**config.mk**
```make
export PLATFORM = sky130hd
export DESIGN_NAME = buffer_pool_frame_manager_core
export DESIGN_NICKNAME = d
export VERILOG_FILES = /design/src/sv/bpfm_pkg.sv /design/src/sv/bpfm_ram.sv /design/src/sv/buffer_pool_frame_manager_core.sv
export SDC_FILE = /design/constraint.sdc
export NUM_CORES = 2
export LEC_CHECK = 0
export BUFFER_PORTS_ARGS = -buffer_cell sky130_fd_sc_hd__buf_2
export CAP_MARGIN = 20
export CORE_AREA = 2 2 802 804
export CTS_CLUSTER_SIZE = 28
export DETAILED_ROUTE_END_ITERATION = 10
export DIE_AREA = 0 0 804 806
export HOLD_SLACK_MARGIN = 0.15
export PLACE_DENSITY = 0.45
export SYNTH_ARGS = -nofsm -noshare
export SYNTH_HDL_FRONTEND = slang
export SYNTH_SLANG_ARGS = --single-unit
```
**constraint.sdc**
```tcl
create_clock -name clk -period 13.5 [get_ports clk]
set_input_delay 1.35 -clock clk [delete_from_list [all_inputs] [get_ports clk]]
set_output_delay 1.35 -clock clk [all_outputs]
set_load 0.05 [all_outputs]
```
**src/sv/bpfm_pkg.sv**
```systemverilog
// Package for the buffer pool frame manager: request codes, status codes,
// sequencer states. No dependencies.
package bpfm_pkg;

  localparam int DEF_POOL_FRAMES = 64;
  localparam int PAGE_W = 32;
  localparam int PIN_W = 16;
  localparam logic [PIN_W-1:0] PIN_MAX = '1;

  localparam logic [2:0] REQ_FETCH = 3'd0;
  localparam logic [2:0] REQ_UNPIN = 3'd1;
  localparam logic [2:0] REQ_FLUSH = 3'd2;
  localparam logic [2:0] REQ_NEW = 3'd3;
  localparam logic [2:0] REQ_DELETE = 3'd4;

  localparam logic [1:0] ST_OK = 2'd0;
  localparam logic [1:0] ST_NOFRAME = 2'd1;
  localparam logic [1:0] ST_NOTRES = 2'd2;
  localparam logic [1:0] ST_PINNED = 2'd3;

  typedef enum logic [3:0] {
    S_INIT,    // fill the free FIFO after reset
    S_IDLE,
    S_LOOKUP,  // sweep frame table for the page
    S_HIT,     // pin count / dirty of the found frame available
    S_OBTAIN,  // read free FIFO head and LRU front
    S_PICK,    // choose free frame or LRU victim
    S_LRU,     // sweep LRU list, remove the frame and close the gap
    S_LOAD,    // load the new page into the frame
    S_OUT
  } state_t;

endpackage

```
**src/sv/bpfm_ram.sv**
```systemverilog
// Generic single-port-write, one-read synchronous RAM with registered read.
// No dependencies.
module bpfm_ram #(
  parameter int WIDTH = 8,
  parameter int DEPTH = 64
) (
  input  logic                     clk,
  input  logic                     we,
  input  logic [$clog2(DEPTH)-1:0] waddr,
  input  logic [WIDTH-1:0]         wdata,
  input  logic [$clog2(DEPTH)-1:0] raddr,
  output logic [WIDTH-1:0]         rdata
);

  logic [WIDTH-1:0] mem [DEPTH];

  always_ff @(posedge clk) begin
    if (we) mem[waddr] <= wdata;
    rdata <= mem[raddr];
  end

endmodule

```
**src/sv/buffer_pool_frame_manager_core.sv**
```systemverilog
// Buffer pool frame manager, top level. Frame table, free FIFO and LRU list
// are kept in bpfm_ram instances; a sequencer walks them. Uses bpfm_pkg.
//
// Usage: a request enters on s_axis (req_type, page_id, new_page_id,
// dirty_mark). Exactly one result leaves on m_axis per request: status, frame,
// write-back order with page id, disk read order, deallocate order.
// One request is handled at a time: s_axis_tready is high only while idle.
// With F = POOL_FRAMES, the page lookup reads one frame entry per cycle.
// Taking a frame off the LRU list (fetch hit on an unpinned frame, delete,
// eviction) is one sweep of the list that also moves the later entries down.
// Unknown request codes go straight from idle to the output register.
// After reset the free FIFO is filled with frames 0 to F-1, one per cycle,
// and s_axis_tready stays low until the fill is done. Frame valid bits live
// in flip-flops and are cleared at once by reset.
// The result sits in an output register; while m_axis_tready is low it
// holds, and no new request is taken until it has gone.
module buffer_pool_frame_manager_core
  import bpfm_pkg::*;
#(
  parameter int POOL_FRAMES = DEF_POOL_FRAMES
) (
  input  logic        clk,
  input  logic        rst,
  input  logic        s_axis_tvalid,
  output logic        s_axis_tready,
  // req_type[2:0], page_id[34:3], new_page_id[66:35], dirty_mark[67], zero pad
  input  logic [71:0] s_axis_tdata,
  output logic        m_axis_tvalid,
  input  logic        m_axis_tready,
  // status[1:0], frame_index[7:2], writeback_valid[8],
  // writeback_page_id[40:9], read_valid[41], dealloc_valid[42], zero pad
  output logic [47:0] m_axis_tdata
);

  localparam int AW = $clog2(POOL_FRAMES);
  localparam int CW = $clog2(POOL_FRAMES + 1);
  localparam logic [CW-1:0] NFR = CW'(POOL_FRAMES);
  localparam logic [AW-1:0] LASTF = AW'(POOL_FRAMES - 1);

  state_t state, state_next;

  // request
  logic [2:0]        req;
  logic [PAGE_W-1:0] pg, npg;
  logic              dm;

  // result
  logic [1:0]        r_status;
  logic [AW-1:0]     r_frame;
  logic              r_wb, r_rd, r_dl;
  logic [PAGE_W-1:0] r_wbpg;

  logic [POOL_FRAMES-1:0] fvalid;
  logic [AW-1:0]     free_head;
  logic [CW-1:0]     free_count, lru_count;
  logic [AW-1:0]     idx;       // sweep index
  logic              rd_ok;     // an entry read issued last cycle
  logic [AW-1:0]     rd_idx;
  logic [AW-1:0]     fr;        // frame found / obtained
  logic              found;     // frame already met in the LRU sweep
  logic              evict;     // frame taken from the LRU front

  // memories
  logic              pg_we, pin_we, dt_we, ff_we, lr_we;
  logic [AW-1:0]     pg_wa, pg_ra, pin_wa, pin_ra, ff_wa, ff_ra, lr_wa, lr_ra;
  logic [PAGE_W-1:0] pg_wd, pg_rd;
  logic [PIN_W-1:0]  pin_wd, pin_rd;
  logic              dt_wd, dt_rd;
  logic [AW-1:0]     ff_wd, ff_rd, lr_wd, lr_rd;

  bpfm_ram #(.WIDTH(PAGE_W), .DEPTH(POOL_FRAMES)) u_page (
    .clk, .we(pg_we), .waddr(pg_wa), .wdata(pg_wd), .raddr(pg_ra), .rdata(pg_rd));
  bpfm_ram #(.WIDTH(PIN_W), .DEPTH(POOL_FRAMES)) u_pins (
    .clk, .we(pin_we), .waddr(pin_wa), .wdata(pin_wd), .raddr(pin_ra),
    .rdata(pin_rd));
  bpfm_ram #(.WIDTH(1), .DEPTH(POOL_FRAMES)) u_dirty (
    .clk, .we(dt_we), .waddr(pin_wa), .wdata(dt_wd), .raddr(pin_ra),
    .rdata(dt_rd));
  bpfm_ram #(.WIDTH(AW), .DEPTH(POOL_FRAMES)) u_free (
    .clk, .we(ff_we), .waddr(ff_wa), .wdata(ff_wd), .raddr(ff_ra), .rdata(ff_rd));
  bpfm_ram #(.WIDTH(AW), .DEPTH(POOL_FRAMES)) u_lru (
    .clk, .we(lr_we), .waddr(lr_wa), .wdata(lr_wd), .raddr(lr_ra), .rdata(lr_rd));

  function automatic logic [AW-1:0] wrap(input logic [AW:0] v);
    logic [AW:0] s;
    s = v - (AW+1)'(POOL_FRAMES);
    return (v >= (AW+1)'(POOL_FRAMES)) ? s[AW-1:0] : v[AW-1:0];
  endfunction

  logic hit, lk_last, lru_match, lru_done;
  assign hit = rd_ok && fvalid[rd_idx] && (pg_rd == pg);
  assign lk_last = rd_ok && (rd_idx == LASTF);
  assign lru_match = rd_ok && !found && (lr_rd == fr);
  assign lru_done = (lru_count == '0) ||
                    (rd_ok && (CW'(rd_idx) + CW'(1) >= lru_count));

  // next state
  always_comb begin
    state_next = state;
    case (state)
      S_INIT: if (idx == LASTF) state_next = S_IDLE;
      S_IDLE: if (s_axis_tvalid) begin
        if (s_axis_tdata[2:0] == REQ_NEW) state_next = S_OBTAIN;
        else if (s_axis_tdata[2:0] inside {REQ_FETCH, REQ_UNPIN, REQ_FLUSH,
                                           REQ_DELETE})
          state_next = S_LOOKUP;
        else state_next = S_OUT;
      end
      S_LOOKUP: begin
        if (hit) state_next = S_HIT;
        else if (lk_last) state_next = (req == REQ_FETCH) ? S_OBTAIN : S_OUT;
      end
      S_HIT: begin
        // an unpinned frame sits in the LRU list and has to leave it
        if ((req == REQ_FETCH || req == REQ_DELETE) && pin_rd == '0)
          state_next = S_LRU;
        else state_next = S_OUT;
      end
      S_OBTAIN: state_next = S_PICK;
      S_PICK: begin
        if (free_count != '0) state_next = S_LOAD;
        else if (lru_count == '0) state_next = S_OUT;
        else state_next = S_LRU;
      end
      S_LRU: if (lru_done) state_next = evict ? S_LOAD : S_OUT;
      S_LOAD: state_next = S_OUT;
      S_OUT: if (m_axis_tready) state_next = S_IDLE;
      default: state_next = S_IDLE;
    endcase
  end

  // memory controls
  always_comb begin
    pg_we = 1'b0; pg_wa = fr; pg_wd = (req == REQ_NEW) ? npg : pg; pg_ra = fr;
    pin_we = 1'b0; dt_we = 1'b0; pin_wa = fr; pin_wd = PIN_W'(1); dt_wd = 1'b0;
    pin_ra = fr;
    ff_we = 1'b0; ff_wa = idx; ff_wd = idx; ff_ra = free_head;
    lr_we = 1'b0; lr_wa = rd_idx - AW'(1); lr_wd = lr_rd; lr_ra = idx;
    case (state)
      S_INIT: ff_we = 1'b1;
      S_LOOKUP: begin
        pg_ra = idx;
        pin_ra = rd_idx;
      end
      S_HIT: begin
        case (req)
          REQ_FETCH: begin
            pin_we = 1'b1;
            pin_wd = (pin_rd == PIN_MAX) ? pin_rd : pin_rd + PIN_W'(1);
          end
          REQ_UNPIN: begin
            pin_we = 1'b1; dt_we = 1'b1;
            pin_wd = (pin_rd != '0) ? pin_rd - PIN_W'(1) : pin_rd;
            dt_wd = dt_rd | dm;
            // pins reaching zero: append to the LRU tail
            if (pin_rd == PIN_W'(1) && lru_count < NFR) begin
              lr_we = 1'b1; lr_wa = lru_count[AW-1:0]; lr_wd = fr;
            end
          end
          REQ_FLUSH: begin
            dt_we = 1'b1; dt_wd = 1'b0;
          end
          REQ_DELETE: if (pin_rd == '0) begin
            dt_we = 1'b1; dt_wd = 1'b0;
            if (free_count < NFR) begin
              ff_we = 1'b1;
              ff_wa = wrap({1'b0, free_head} + (AW+1)'(free_count));
              ff_wd = fr;
            end
          end
          default: ;
        endcase
      end
      S_OBTAIN: lr_ra = '0;
      // entries after the removed one move down by one
      S_LRU: lr_we = rd_ok && found;
      S_LOAD: begin
        pg_we = 1'b1;
        pin_we = 1'b1; pin_wd = PIN_W'(1);
        dt_we = 1'b1; dt_wd = 1'b0;
      end
      default: ;
    endcase
  end

  always_ff @(posedge clk) begin
    if (rst) begin
      state <= S_INIT;
      fvalid <= '0;
      free_head <= '0;
      free_count <= NFR;
      lru_count <= '0;
      idx <= '0;
      rd_ok <= 1'b0;
    end else begin
      state <= state_next;
      case (state)
        S_INIT: idx <= idx + AW'(1);
        S_IDLE: if (s_axis_tvalid) begin
          req <= s_axis_tdata[2:0];
          pg <= s_axis_tdata[34:3];
          npg <= s_axis_tdata[66:35];
          dm <= s_axis_tdata[67];
          r_status <= ST_OK; r_frame <= '0; r_wb <= 1'b0; r_wbpg <= '0;
          r_rd <= 1'b0; r_dl <= 1'b0;
          idx <= '0; rd_ok <= 1'b0; rd_idx <= '0; evict <= 1'b0;
        end
        S_LOOKUP: begin
          rd_ok <= 1'b1; rd_idx <= idx;
          if (idx != LASTF) idx <= idx + AW'(1);
          if (hit) fr <= rd_idx;
          else if (lk_last && (req == REQ_UNPIN || req == REQ_FLUSH))
            r_status <= ST_NOTRES;
        end
        S_HIT: begin
          case (req)
            REQ_FETCH: r_frame <= fr;
            REQ_UNPIN: begin
              r_frame <= fr;
              if (pin_rd == PIN_W'(1) && lru_count < NFR)
                lru_count <= lru_count + CW'(1);
            end
            REQ_FLUSH: begin
              r_frame <= fr; r_wb <= 1'b1; r_wbpg <= pg;
            end
            REQ_DELETE: begin
              if (pin_rd != '0) r_status <= ST_PINNED;
              else begin
                fvalid[fr] <= 1'b0;
                r_dl <= 1'b1;
                if (free_count < NFR) free_count <= free_count + CW'(1);
              end
            end
            default: ;
          endcase
          idx <= '0; rd_ok <= 1'b0; found <= 1'b0;
        end
        S_PICK: begin
          if (free_count != '0) begin
            fr <= ff_rd;
            free_head <= wrap({1'b0, free_head} + (AW+1)'(1));
            free_count <= free_count - CW'(1);
          end else if (lru_count == '0) begin
            r_status <= ST_NOFRAME;
          end else begin
            fr <= lr_rd; evict <= 1'b1;
          end
          idx <= '0; rd_ok <= 1'b0; found <= 1'b0;
        end
        S_LRU: begin
          // page / dirty of fr are read throughout this sweep
          rd_ok <= 1'b1; rd_idx <= idx;
          if (idx != LASTF) idx <= idx + AW'(1);
          if (lru_match) found <= 1'b1;
          if (lru_done) begin
            if (found || lru_match) lru_count <= lru_count - CW'(1);
            if (evict && fvalid[fr] && dt_rd) begin
              r_wb <= 1'b1; r_wbpg <= pg_rd;
            end
          end
        end
        S_LOAD: begin
          fvalid[fr] <= 1'b1;
          r_frame <= fr;
          r_rd <= (req == REQ_FETCH);
        end
        default: ;
      endcase
    end
  end

  assign s_axis_tready = (state == S_IDLE);
  assign m_axis_tvalid = (state == S_OUT);
  assign m_axis_tdata = {5'd0, r_dl, r_rd, r_wbpg, r_wb, 6'(r_frame), r_status};

endmodule
```
==> flow_metrics.env <==
export IMPL_slew_violations=0
export IMPL_finalCritPeriodShare_pct=47.46
export IMPL_root_buffer="clkbuf_16"
export IMPL_rr_startpoint="pg[26]"
export IMPL_power_mw=26.27
export IMPL_synth_top_area_cell="edfxtp_1"
export IMPL_min_from="s_axis_tdata[3]"
export IMPL_syn_area_sq_mm=0.1659
export IMPL_netlist_top_cells_area="edfxtp_1 73%, mux4_2 6.4%, nand2_1 4.4%, mux2i_1 2.2%, nand3_1 1.9%"
export IMPL_yosysSeqAreaShare_pct=74.80
export IMPL_place_hpwl_microns=294000
export IMPL_hold_class="primary input to register"
export IMPL_via_count=93820
export IMPL_synth_distinct_cells=89
export IMPL_grtUsageMet1_pct=20.99
export IMPL_area_growth_pct=15.35
export IMPL_antenna_found_initial=29
export IMPL_ys_seq_elements=4185
export IMPL_cts_clk_slew_worst_paths_ns=0.06
export IMPL_rows=294
export IMPL_crit_path_cell_trace="xnor2_1, nand4_1, nor4_1, nand4_1, or3_1, nor2_1, nor2_1, nor2_1"
export IMPL_cp_common_cell="nor2_1"
export IMPL_synth_edf_count=4029
export IMPL_synthCells=10450
export IMPL_cts_htree_levels=5
export IMPL_cp_max_fo=19
export IMPL_dp_cells=18660
export IMPL_setup_violations=0
export IMPL_ir_drop_mv=0.1062
export IMPL_fin_nets=10780
export IMPL_worstMarginPinSlew_ns=1.204
export IMPL_finalCriticalPeriod_ns=6.407
export IMPL_rr_endpoint="fr[3]"
export IMPL_grtUsageTotal_pct=15.76
export IMPL_drt_pass1_iterations=6
export IMPL_register_area_sq_mm=0.1241
export IMPL_required_ns=14.13
export IMPL_busiest_layer="met2"
export IMPL_cts_sinks=4185
export IMPL_grt_overflow=0
export IMPL_cts_resized=0
export IMPL_yosysTopAreaCellShare_pct=72.92
export IMPL_die_w_microns=804
export IMPL_worstSkewPairLatency_ns=1.06
export IMPL_port_buffers=116
export IMPL_fillers=63390
export IMPL_maxCapViolCount=0
export IMPL_drt_antenna_violating_nets=0
export IMPL_crit_path_top_delay_cell="nand4_1"
export IMPL_clockBufferDepth=4
export IMPL_syn_avg_cell_area_sq_um=15.89
export IMPL_drt_vias_per_instance=4.808
export IMPL_reg2regPathDepth=8
export IMPL_die_height_microns=806
export IMPL_routed_wl_microns=528700
export IMPL_post_cts_setup_buffers=0
export IMPL_hold_buffers=0
export IMPL_r2r_slack_ns=7.09
export IMPL_grt_use_met2_pct=26.98
export IMPL_worst_setup_path_type="register to register"
export IMPL_cts_tree="yes"
export IMPL_p_leak_nw=62.14
export IMPL_drc=0
export IMPL_multi_input_comb_area_sq_mm=0.03892
export IMPL_slew_limit_headroom_pct=19.50
export IMPL_arrival_ns=7.04
export IMPL_rsz0062_at_grt="false"
export IMPL_die_area_sq_mm=0.6480
export IMPL_fin_setup_tns_ns=0
export IMPL_power_density_mw_per_mm2=137.3
export IMPL_start_util_pct=25.95
export IMPL_async_flop_share_pct=0
export IMPL_core_area_sq_mm=0.6393
export IMPL_synth_flop_cell="edfxtp_1"
export IMPL_cp_end_kind="register"
export IMPL_cts_buffers=434
export IMPL_slowest_delay_ns=1.15
export IMPL_status="completed"
export IMPL_drtIter0Drc=9024
export IMPL_finalClockSkew_ns=0.06814
export IMPL_layout_drive_gt1_share_pct=16.11
export IMPL_num_io_pins=126
export IMPL_grt_pass1_vias=92420
export IMPL_hold_viol_final=0
export IMPL_max_freq_ghz=0.1561
export IMPL_cp_start_kind="register"
export IMPL_fin_cells=19510
export IMPL_grt_max_degree=142
export IMPL_grt_use_met3_pct=1.932
export IMPL_yosysWarnings=0
export IMPL_worstHoldPathCells=1
export IMPL_place_congestion=0.7819
export IMPL_grt_pass1_wl_microns=736300
export IMPL_wl_per_cell_microns=27.10
export IMPL_cp_startpoint="pg[26]"
export IMPL_min_to="pg[0]"
==> layer usage <==
layer	up-vias	part of all wire, %
li1	40890	-
met1	49590	43
met4	6	3.2
met2	2646	49
met3	682	4.8
met5	-	0.0068
==> metrics by stage <==
stage	hold slack [ns]	setup WS, ns	utilization, %	instance area [sq um]
2_1_floorplan	0.4636	6.352	-	165900
3_3_place_gp	0.4881	7.269	27.69	177000
3_5_place_dp	0.4848	7.265	27.71	177200
4_1_cts	0.3780	7.230	29.89	191100
5_1_grt	0.4302	7.138	29.93	191400
6_report	0.4719	7.093	29.94	191400
==> final cells by class <==
cell class | count | share of cell area (%)
Antenna cell | 25 | 0.03269
Clock buffer | 579 | 6.135
Clock inverter | 237 | 1.158
Inverter | 97 | 0.1909
Multi-Input combinational cell | 5509 | 20.33
Sequential cell | 4185 | 64.85
Tap cell | 8436 | 5.515
Timing Repair Buffer | 445 | 1.782
==> synthesized netlist by cell type (all sizes together) (96+ instances only) <==
| cell type | count |
|---|---|
| edfxtp | 4029 |
| nand2 | 1954 |
| nand3 | 635 |
| mux4 | 471 |
| nor2 | 405 |
| mux2i | 366 |
| clkbuf | 334 |
| buf | 324 |
| a21oi | 179 |
| a31oi | 162 |
| dfxtp | 156 |
| and3 | 145 |
| a32oi | 135 |
| o21ai | 134 |
| a311oi | 111 |
| nand4 | 111 |
| inv | 96 |
==> logic make-up (layout without fill, tap and decap cells) <==
kind of cell,after synthesis,after routing,share of synthesized area (%)
flops,4185,4185,74.80
simple gates,3449,3449,9.043
compound gates,1068,1068,4.454
mux,876,876,8.882
buf+inv,755,1358,2.148
xor+xnor,78,78,0.4117
fa+ha+maj,33,33,0.2609
other cells,1,30,0.002260
==> layout by cell type, fill, tap and decap left out, types with 82 or more instances in the layout <==
cell       synthesis  layout
nand4_1          111     111
a31oi_1          162     161
buf_4             40     300
clkbuf_16          0     440
and3_1           145     145
a311oi_1         111     111
clkbuf_1         334     118
buf_2            147     116
a21oi_1          179     175
nand2_1         1947    1933
nor2_1           400     329
o21ai_0          128     123
a32oi_1          135     135
nand3_1          634     634
clkinv_2           0      82
dfxtp_1          156     151
edfxtp_1        4029    4029
mux4_2           471     471
clkinv_1           1      88
mux2i_1          362     360
o22ai_1           82      82
==> worst max path at each step <==
stage                     endpoint  slack (ns)  depth (start not counted)
after floorplan                 dm        6.35                          2
after global placement       fr[1]        7.27                          8
after detailed placement     fr[1]        7.26                          8
after CTS                    fr[2]        7.23                          8
after global routing         fr[3]        7.14                          8
final                        fr[3]        7.09                          8
==> flip-flops by register name (all words and copies together), names as in the netlist, 16 cells and up, named ones only <==
| register | count |
|---|---|
| u_page.mem | 2048 |
| u_pins.mem | 1024 |
| u_free.mem | 384 |
| u_lru.mem | 384 |
| u_dirty.mem | 64 |
| npg | 32 |
| pg | 32 |
| r_wbpg | 32 |
| u_page.rdata | 32 |
| u_pins.rdata | 16 |
==> worst max-delay path, delay by kind of cell, from the launching register on <==
kind	cells	cell delay, ns
flops	1	0.57
simple gates	7	4.49
xor+xnor	1	0.91
==> power breakdown <==
part	total, mW	internal, mW	switching (mW)	leakage, nW
Sequential	14.1	14.1	0.00887	39.6
Clock	11.9	6.70	5.21	6.81
Combinational	0.254	0.0696	0.184	15.8
Power figures use the tool's default switching activity.
